==> src/design/assert_macros.svh <==
`ifndef ASSERT_MACROS_SVH
`define ASSERT_MACROS_SVH

// Both macros expect signals named clk and rst in the enclosing module.
`define ATCC_CHECK(lbl, prop, msg) \
  lbl: assert property (@(posedge clk) disable iff (rst) (prop)) else $error(msg);

`define ATCC_IMPLY(lbl, ante, cons, msg) \
  lbl: assert property (@(posedge clk) disable iff (rst) (ante) |-> (cons)) else $error(msg);

`endif

==> src/design/atcc_pkg.sv <==
package atcc_pkg;

  localparam int FIX_W     = 32;
  localparam int CFG_IDX_W = 2;
  localparam int CFG_DAT_W = 32;

  // Square root: one result bit per stage over a 64-bit sum of squares.
  localparam int SUM_W     = 64;
  localparam int RT_STEPS  = 32;
  localparam int SQ_ST     = 1;
  localparam int SUM_ST    = 2;
  localparam int RT_FIRST  = 3;
  localparam int DIV_FIRST = RT_FIRST + RT_STEPS;
  // Partial remainder stays below twice the length.
  localparam int REM_W     = FIX_W + 1;

  typedef logic [FIX_W-1:0] fix_t;
  typedef fix_t [2:0] vec3_t;
  typedef logic [CFG_IDX_W-1:0] cfg_idx_t;

  localparam cfg_idx_t REG_CLEAR_POSITION = 2'd0;
  localparam cfg_idx_t REG_CLEAR_ROTATION = 2'd1;
  localparam cfg_idx_t REG_CLEAR_SCALING  = 2'd2;

  typedef struct packed {
    logic clear_position;
    logic clear_rotation;
    logic clear_scaling;
  } mode_t;

  localparam fix_t SAT_MAX = 32'h7FFF_FFFF;

  function automatic fix_t mag32(input fix_t v);
    return v[FIX_W-1] ? (~v + 32'd1) : v;
  endfunction

endpackage

==> src/design/atcc_merge.sv <==
module atcc_merge #(
  parameter int FRAC_BITS = 16
) (
  input  logic clk,
  input  logic en,
  input  atcc_pkg::mode_t mode,
  input  atcc_pkg::vec3_t [2:0] cols,
  input  atcc_pkg::fix_t [2:0] lens,
  input  logic [2:0][2:0][FRAC_BITS:0] quos,
  input  atcc_pkg::vec3_t shift_in,
  output atcc_pkg::vec3_t [2:0] basis,
  output atcc_pkg::vec3_t shift_out
);
  import atcc_pkg::*;

  localparam fix_t ONE_Q = 32'd1 << FRAC_BITS;

  vec3_t [2:0] basis_next;
  vec3_t shift_next;
  fix_t q_ext;
  fix_t len_sat;

  always_comb begin
    basis_next = cols;
    q_ext      = '0;
    len_sat    = '0;
    for (int i = 0; i < 3; i++) begin
      len_sat = lens[i][FIX_W-1] ? SAT_MAX : lens[i];
      for (int j = 0; j < 3; j++) begin
        q_ext = FIX_W'(quos[i][j]);
        if (mode.clear_rotation) begin
          if (i != j) basis_next[i][j] = '0;
          else basis_next[i][j] = mode.clear_scaling ? ONE_Q : len_sat;
        end else if (mode.clear_scaling) begin
          // A zero-length column normalizes to zeros.
          if (lens[i] == '0) basis_next[i][j] = '0;
          else basis_next[i][j] = cols[i][j][FIX_W-1] ? (~q_ext + 32'd1) : q_ext;
        end
      end
    end
    shift_next = mode.clear_position ? '0 : shift_in;
  end

  always_ff @(posedge clk) begin
    if (en) begin
      basis     <= basis_next;
      shift_out <= shift_next;
    end
  end

endmodule

==> config.mk <==
export PLATFORM = sky130hd
export DESIGN_NAME = atcc_merge
export DESIGN_NICKNAME = d
export VERILOG_FILES = /design/src/design/assert_macros.svh /design/src/design/atcc_pkg.sv /design/src/design/atcc_merge.sv
export SDC_FILE = /design/constraint.sdc
export NUM_CORES = 1
export LEC_CHECK = 0
export BUFFER_PORTS_ARGS = -buffer_cell sky130_fd_sc_hd__buf_2
export CORE_AREA = 5 5 396 398
export DETAILED_ROUTE_END_ITERATION = 10
export DIE_AREA = 0 0 401 403
export GPL_ROUTABILITY_DRIVEN = 1
export PLACE_DENSITY = 0.31
export RECOVER_POWER = 25
export SLEW_MARGIN = 20
export SYNTH_ARGS = -nofsm -noshare
export SYNTH_HDL_FRONTEND = slang
export SYNTH_SLANG_ARGS = --single-unit
==> constraint.sdc <==
create_clock -name clk -period 4.8 [get_ports clk]
set_clock_uncertainty 0.15 [all_clocks]
set_input_delay 0.96 -clock clk [delete_from_list [all_inputs] [get_ports clk]]
set_output_delay 0.96 -clock clk [all_outputs]
set_load 0.005 [all_outputs]
### Word-level counts from Yosys, hierarchy flattened

Index checks and enable logic that the tools add are counted.

| operators by class | value |
|---|---|
| bitwise gates (word level) | 9 |
| reductions and logical operators | 3 |
| multiplexer cells | 36 |
| add/subtract/negate cells | 9 |

Operators with widths:

| operator | count |
|---|---|
| 2-to-1 mux 32 bit | 30 |
| adder 32 x 1 -> 32 bit, second input constant | 9 |
| NOT 17 -> 32 bit | 9 |
| 2-to-1 mux 31 bit | 6 |
| logical NOT 32 bit | 3 |

| storage, ports and cells | value |
|---|---|
| word-level logic and storage cells | 69 |
| input bits | 638 |
| register bits after elaboration | 384 |
| output and inout port bits | 384 |

### Longest topological paths before layout

Gate-level depths: netlist (run 1).

| depth | value |
|---|---|
| word-level depth | 6 |
| gate-level depth with buffers | 7 |
| gate-level depth less buffers | 7 |

### Worst setup path after synthesis (run 1)

No wires, ideal clock.

| timing path | value |
|---|---|
| path kind | input port to flip-flop |
| start point | in quos[95] (netlist bit) |
| end point | reg basis[177] (netlist bit), data pin |
| setup slack | 1.653 ns |
| arrival | 2.743 ns |
| required time | 4.396 ns |
| library setup time | 0.254 ns |
| path buffers | 1 |
| stages on the path | 6 |
| cells stage by stage | or4_4 or4_4 or3_1 and4_4 buf_6 a21o_1 |

| between the ends | value |
|---|---|
| word-level cells in the longest chain between the ends | 5 |

RTL lines:

| element | line | RTL |
|---|---|---|
| from (decl) | atcc_merge.sv:9 | `input logic [2:0][2:0][FRAC_BITS:0] quos,` |
| NOT 17 -> 32 bit | atcc_merge.sv:37 | `else basis_next[i][j] = cols[i][j][FIX_W-1] ? (~q_ext + 32'd1) : q_ext;` |
| adder 32 x 1 -> 32 bit | atcc_merge.sv:37 |  |
| 2-to-1 mux 32 bit | atcc_merge.sv:37 |  |
| 2-to-1 mux 32 bit | atcc_merge.sv:36 | `if (lens[i] == '0) basis_next[i][j] = '0;` |
| 2-to-1 mux 32 bit | atcc_merge.sv:34 | `end else if (mode.clear_scaling) begin` |
| to (signal assigned) | atcc_merge.sv:46 | `basis <= basis_next;` |
| to (decl) | atcc_merge.sv:11 | `output atcc_pkg::vec3_t [2:0] basis,` |

Every way passes these cells.
A chain may end at the register's enable or synchronous reset.

### Final worst setup path (run 1)

| timing path | value |
|---|---|
| start point | in en |
| end point | reg basis[208] (netlist bit), enable pin |

RTL lines:

| element | line | RTL |
|---|---|---|
| from (decl) | atcc_merge.sv:5 | `input logic en,` |

No word-level cell between the ends.

==> flow_summary.rst, run 1 <==
.. list-table::
   :header-rows: 1

   * - Metric
     - Value
   * - Part of the power in combinational logic
     - 16.7%
   * - Clock tree from TritonCTS
     - yes
   * - Iteration count of the initial detailed-routing pass
     - 5
   * - Actual slew at the worst max-slew pin
     - 2.91 ns
   * - Crit path launch type
     - input pin
   * - Cell taking the most area after synthesis
     - edfxtp_1
   * - Share of post-route cells with drive strength above 1
     - 40.0%
   * - CP Buf/Inv Count
     - 2
   * - Synthesized Nets
     - 2,483
   * - Fraction of registers with async set/reset
     - 0%
   * - Wire length on met2
     - 59,600 um
   * - Wire length of the first global-routing pass
     - 162,000 um
   * - Most common cell in the synthesized netlist
     - edfxtp_1
   * - Maximum fanout encountered on the critical timing path
     - 78
   * - Total number of H-tree levels
     - 2
   * - Leakage Power
     - 11.9 nW
   * - Floorplan core area
     - 0.153 sq mm
   * - Cell family with most CP delay
     - buffers and inverters
   * - Capturing element of the worst setup path
     - basis[208]
   * - Primary flip-flop cell chosen by synthesis mapping
     - edfxtp_1
   * - Gate Count Post-Synth
     - 1,836
   * - Antenna violations before repair
     - 76
   * - Total I/O pin count
     - 1,022
   * - Synthesized flop and latch total
     - 384
   * - Instance count after placement with tap cells included
     - 4,814
   * - Cell Rows
     - 144
   * - Stages on worst setup path
     - 2
   * - Layout Area Growth over Synthesis
     - 46.8%
   * - Worst endpoint data arrival time
     - 3.77 ns
   * - Switching part of the total
     - 28.6%
   * - P_int
     - 6.83 mW
   * - Storage element area
     - 0.0115 sq mm
   * - Worst setup path startpoint
     - en
   * - Post-layout power
     - 9.56 mW
   * - Gr usage total
     - 14.1%
   * - Cell with the largest stage delay on the worst path
     - clkbuf_2
   * - Synth area leaders
     - edfxtp_1 (58%), o21ai_0 (4.6%), xor2_1 (3.7%)
   * - Die height
     - 403 um
   * - Pins Over Slew Limit
     - 151
   * - Worst Hold Launch
     - cols[187]
   * - Half-perimeter wire length after placement
     - 97,900 um
   * - Horizontal extent of the die
     - 401 um
   * - Fill count
     - 17,191
   * - Final period utilization
     - 76.4%
   * - Global route overflow
     - 0
   * - Net switching power of the design
     - 2.73 mW
   * - Final setup violation count
     - 0
   * - Share of total power in the clock network
     - 40.1%
   * - Count of clock tree sinks
     - 384
   * - Detailed-route vias per instance
     - 3.82
   * - DRC marker count from the first detailed-route iteration
     - 1,037
   * - Maxcap violations
     - 2
   * - Maximum count of clock buffers along a single path
     - 3
   * - Max Used Layer
     - met5
   * - Number of enable flip-flop cells after synthesis
     - 384
   * - Portion of synthesized cell area occupied by the leading cell type
     - 58.1%
   * - Number of nets in the final layout
     - 3,472
   * - Final wirelength
     - 120,000 um
   * - Routed length per placed instance
     - 24.4 um
   * - Non-filler instance count after layout
     - 4,936
   * - Delay of the slowest critical-path stage
     - 1.90 ns
   * - Number of hold-slack violations in the final timing report
     - 0
   * - Post_cts resized
     - 0
   * - Met1 wire length
     - 46,300 um
   * - TritonCTS buffer count
     - 53
   * - Starting density of the core
     - 13.0%
   * - Cell Chain, Critical Path
     - clkbuf_2, clkbuf_1
   * - Post-CTS setup buffers
     - 0
   * - Sequential cell fraction of total power
     - 43.2%
   * - Number of port buffers
     - 1,021
   * - Antenna-violating nets left
     - 0
   * - CTS clk-pin slew, worst paths
     - 0.06 ns
   * - Metal3 WL
     - 10,600 um
   * - Root buf cell
     - clkbuf_16
   * - Weighted congestion reported at the end of routability-driven placement
     - 0.872
   * - Fmax
     - 0.273 GHz
   * - Min Clock Period, post-route
     - 3.67 ns
   * - Crit. End Element
     - register
   * - Power density over the cells
     - 328 mW/mm^2
   * - Total vias in the final route
     - 18,864
   * - DRC errors left
     - 0
   * - Tightest slew margin relative to the limit
     - -93.7%
   * - Class of the tightest hold or removal check
     - in2reg
   * - Worst setup path category
     - in2reg
   * - Yosys warning count
     - 0
   * - Outcome
     - finished with violations
   * - Cell variety after synth
     - 48
   * - Unrepaired setup endpoints after global routing
     - no
   * - Maximum resistive drop on vdd
     - 0.000199 V
   * - Worst hold-check slack
     - 0.443 ns
   * - CP Data Required Time
     - 4.90 ns
   * - Via count of the first global-routing pass
     - 19,472
   * - Area of the mapped netlist
     - 0.0199 sq mm
   * - Violated checks
     - max-capacitance violations, max-slew violations
   * - Die outline area
     - 0.162 sq mm
   * - Multi-input combinational cell area
     - 0.00783 sq mm
   * - Largest net degree at the start of global routing
     - 160
   * - Commonest cells in the synthesized netlist
     - edfxtp_1 (384), o21ai_0 (184), nand2_1 (176)
   * - Cts-stage hold buffer count
     - 0
   * - Average size of a mapped cell
     - 10.8 sq um
   * - Setup_tns
     - 0 ns
   * - Share of synthesized area occupied by flip-flops and latches
     - 58.1%
==> registers in the layout, indices dropped and copies added (netlist names) <==
| register | flops |
|---|---|
| basis | 288 |
| shift_out | 96 |
==> power by group through the flow <==
stage               Combinational [mW]  Sequential, mW  Clock [mW]
CTS                               1.65            4.14        4.03
floorplan                        0.499            4.23           0
detailed placement                1.64            4.20           0
global placement                  1.65            4.20           0
finish                            1.59            4.13        3.84
global route                      1.75            4.16        4.16
==> final cells by class <==
class / instances / area share [%]
inverter: 21 / 0.270
tap: 2044 / 8.78
timing repair buffer: 1056 / 18.8
clock inverter: 27 / 0.794
multi-input combinational: 1309 / 26.9
clock buffer: 68 / 4.74
antenna: 27 / 0.232
sequential: 384 / 39.6
==> kinds of logic after synthesis <==
family / Yosys count / share of synthesized area, %
adder cells (fa/ha/maj): 9 / 0.567
AO/OA/AOI/OAI: 497 / 15.0
AND/OR/NAND/NOR: 666 / 17.6
multiplexers: 4 / 0.208
XOR/XNOR: 133 / 5.87
buffers and inverters: 143 / 2.74
flip-flops: 384 / 58.1
==> worst min-delay path by stage <==
stage / slack (ns) / cells past startpoint / to
after floorplan: 0.92 / 0 / basis[0]
after global placement: 1.08 / 2 / basis[58]
after detailed placement: 1.08 / 2 / basis[123]
after CTS: 0.36 / 2 / basis[187]
after global routing: 0.38 / 2 / basis[187]
final: 0.44 / 2 / basis[187]
==> layout by cell type (no fill, tap or decap), drive strengths merged, types with 4 or more instances in the layout <==
| cell type | netlist | final |
|---|---|---|
| xnor2 | 50 | 50 |
| or4b | 4 | 4 |
| clkinv | 0 | 22 |
| o31ai | 43 | 43 |
| ha | 9 | 9 |
| xor2 | 83 | 83 |
| or3 | 17 | 17 |
| o41ai | 19 | 19 |
| nand4 | 12 | 12 |
| nand2 | 176 | 176 |
| clkbuf | 114 | 74 |
| or4 | 33 | 33 |
| nor3b | 12 | 12 |
| diode | 0 | 27 |
| and3b | 5 | 5 |
| nor3 | 13 | 13 |
| or3b | 6 | 6 |
| nand2b | 70 | 70 |
| a21o | 84 | 84 |
| o21ai | 227 | 227 |
| or2 | 12 | 12 |
| inv | 21 | 22 |
| nor2b | 102 | 102 |
| nand3 | 61 | 61 |
| o22ai | 48 | 48 |
| nor2 | 107 | 107 |
| edfxtp | 384 | 384 |
| buf | 8 | 1050 |
| nor4 | 30 | 30 |
| a21oi | 65 | 65 |
==> layer usage <==
metal	up-vias	GRT usage, %
met2	846	24.4
met5	-	0
li1	8783	-
met4	32	5.16
met1	9005	16.0
met3	198	5.24
==> per-stage QoR <==
stage               instance area, sq um  util [%]  setup slack [ns]
finish                             29100      19.1              1.13
global route                       29100      19.0             0.839
CTS                                29100      19.0              1.74
detailed placement                 27500      18.0              1.01
global placement                   27500      18.0             0.989
floorplan                          19900         -              1.65
(Power assumes the default switching activity.)
==> run 2, diff against run 1 <==
Settings changed: CORE_AREA 5 5 396 398 to 5 5 393 395, DIE_AREA 0 0 401 403 to 0 0 398 400.
Clock period 4.8 ns to 3.5 ns, I/O delays scaled along.
==> flow_summary.rst, run 2 (synthesized netlist as in run 1, its figures left out) <==
.. list-table::
   :header-rows: 1

   * - Metric
     - Value
   * - Outcome
     - finished with violations
   * - Violated checks
     - max-capacitance violations, max-slew violations
   * - Clock tree from TritonCTS
     - yes
   * - Detailed-route vias per instance
     - 3.82 (about the same)
   * - Final period utilization
     - 82.6%
   * - Total number of H-tree levels
     - 2 (unchanged)
   * - CP Buf/Inv Count
     - 2 (unchanged)
   * - Worst setup path category
     - in2reg
   * - Maximum fanout encountered on the critical timing path
     - 57 (-27%)
   * - Worst-case hold path end point
     - basis[118]
   * - Stages on worst setup path
     - 2 (unchanged)
   * - Gr usage total
     - 14.2% (+0.12 points)
   * - Commonest cells after routing, fill and taps aside
     - buf_2 (1,017), edfxtp_1 (384), o21ai_0 (184)
   * - Antenna violations before repair
     - 50 (-34%)
   * - Class of the tightest hold or removal check
     - in2reg
   * - Unrepaired setup endpoints after global routing
     - no
   * - Pins Over Slew Limit
     - 83 (-45%)
   * - Top flop regs
     - basis (288), shift_out (96)
   * - Power density over the cells
     - 446 mW/mm^2 (+36%)
   * - Final setup violation count
     - 0 (unchanged)
   * - Number of port buffers
     - 1,021 (unchanged)
   * - Largest register by flop count
     - basis
   * - Worst Hold Launch
     - cols[118]
   * - Global route overflow
     - 0 (unchanged)
   * - Number of hold-slack violations in the final timing report
     - 0 (unchanged)
   * - Fill count
     - 16,953 (-1.4%)
   * - DRC errors left
     - 0 (unchanged)
   * - CTS clk-pin slew, worst paths
     - 0.06 ns (about the same)
   * - Flip-flop count of the largest register, all copies and words added
     - 288 (unchanged)
   * - Fmax
     - 0.346 GHz
   * - Routed length per placed instance
     - 24.2 um (-0.76%)
   * - Cell depth of the worst min-delay path
     - 2 (unchanged)
   * - Crit path launch type
     - input pin
   * - Setup_tns
     - 0 ns (unchanged)
   * - Post-CTS setup buffers
     - 0 (unchanged)
   * - Worst endpoint data arrival time
     - 3.00 ns (-0.77 ns)
   * - Cell with the largest stage delay on the worst path
     - clkbuf_2
   * - Share of post-route cells with drive strength above 1
     - 40.5% (+0.54 points)
   * - Tightest slew margin relative to the limit
     - -57.3% (+36 points)
   * - Die outline area
     - 0.159 sq mm (-1.5%)
   * - Actual slew at the worst max-slew pin
     - 2.36 ns (-0.547 ns)
   * - Post-layout power
     - 13.2 mW (+38%)
   * - Starting density of the core
     - 13.2% (+0.18 points)
   * - Cell Rows
     - 143 (-0.69%)
   * - Die height
     - 400 um (-0.74%)
   * - Root buf cell
     - clkbuf_16
   * - Antenna-violating nets left
     - 0 (unchanged)
   * - Layout Area Growth over Synthesis
     - 49.1%
   * - Iteration count of the initial detailed-routing pass
     - 5 (unchanged)
   * - Most common library cell in the layout ignoring fill and taps
     - buf_2
   * - Maximum count of clock buffers along a single path
     - 3 (unchanged)
   * - Cell Chain, Critical Path
     - clkbuf_2, clkbuf_1
   * - Final wirelength
     - 120,000 um (-0.20%)
   * - Crit. End Element
     - register
   * - Floorplan core area
     - 0.151 sq mm (-1.4%)
   * - Count of clock tree sinks
     - 384 (unchanged)
   * - Delay of the slowest critical-path stage
     - 1.55 ns (-0.35 ns)
   * - TritonCTS buffer count
     - 52 (-1.9%)
   * - Via count of the first global-routing pass
     - 19,651 (+0.92%)
   * - Total vias in the final route
     - 18,979 (+0.61%)
   * - Maximum resistive drop on vdd
     - 0.000311 V (+56%)
   * - Leakage Power
     - 12.2 nW (+2.1%)
   * - Half-perimeter wire length after placement
     - 98,300 um (+0.43%)
   * - Cts-stage hold buffer count
     - 0 (unchanged)
   * - Wire length of the first global-routing pass
     - 160,000 um (-0.65%)
   * - DRC marker count from the first detailed-route iteration
     - 924 (-11%)
   * - Cell family with most CP delay
     - buffers and inverters
   * - Number of nets in the final layout
     - 3,518 (+1.3%)
   * - Largest net degree at the start of global routing
     - 93 (-42%)
   * - Total I/O pin count
     - 1,022 (unchanged)
   * - Horizontal extent of the die
     - 398 um (-0.75%)
   * - Maxcap violations
     - 2 (unchanged)
   * - Weighted congestion reported at the end of routability-driven placement
     - 0.840 (-3.6%)
   * - Post_cts resized
     - 0 (unchanged)
   * - CP Data Required Time
     - 3.61 ns (-1.29 ns)
   * - Min Clock Period, post-route
     - 2.89 ns
## run 2: cell types whose count changed in the layout (fill, tap and decap cells not counted), sizes merged
cell / delta
bufinv: +2
clkbuf: +5
diode: -4
buf: +38
inv: +1
## run 2: how the worst max path moves through the flow
stage,start,end
6_report,en,shift_out[16]
5_1_grt,en,basis[189]
3_5_place_dp,lens[43],basis[155]
4_1_cts,quos[146],basis[285]
3_3_place_gp,lens[75],basis[266]
2_1_floorplan,quos[95],basis[177]
## run 2: power breakdown
group	leakage [nW]	internal (mW)	switching, mW
clock	0.789	3.06	2.26
sequential	3.71	5.55	0.137
combinational	7.66	0.914	1.30
total	12.2	9.52	3.69
## run 2: metrics by stage
| step | util (%) | instances | instance area [sq um] | hold WS [ns] | setup WS, ns |
|---|---|---|---|---|---|
| final | 19.6 | 4964 | 29600 | 0.193 | 0.609 |
| after global routing | 19.6 | 4947 | 29500 | 0.135 | 0.449 |
| after CTS | 19.6 | 4941 | 29600 | 0.114 | 0.847 |
| after detailed placement | 18.5 | 4847 | 28000 | 0.822 | 0.130 |
| after global placement | 18.5 | 4847 | 27900 | 0.820 | 0.136 |
| after floorplan | - | 1836 | 19900 | 0.662 | 0.613 |
## run 2: per-layer routing
metal	up-vias	routed length [um]	global-route usage, %
li1	8874	-	-
met1	9148	45700	16.0
met2	742	60500	25.4
met3	185	10300	4.97
met4	30	3610	4.26
met5	-	210	0
## run 2: area by class of cell
class                   instances  area [sq um]  share of cell area [%]
diodes                         23          57.6                   0.194
clock buffers                  64          1370                    4.62
clock inverters                30           264                   0.892
inverters                      21          78.8                   0.266
multi-input cells            1309          7840                    26.5
flip-flops and latches        384         11500                    39.0
well taps                    2030          2540                    8.58
repair buffers               1103          5910                    20.0
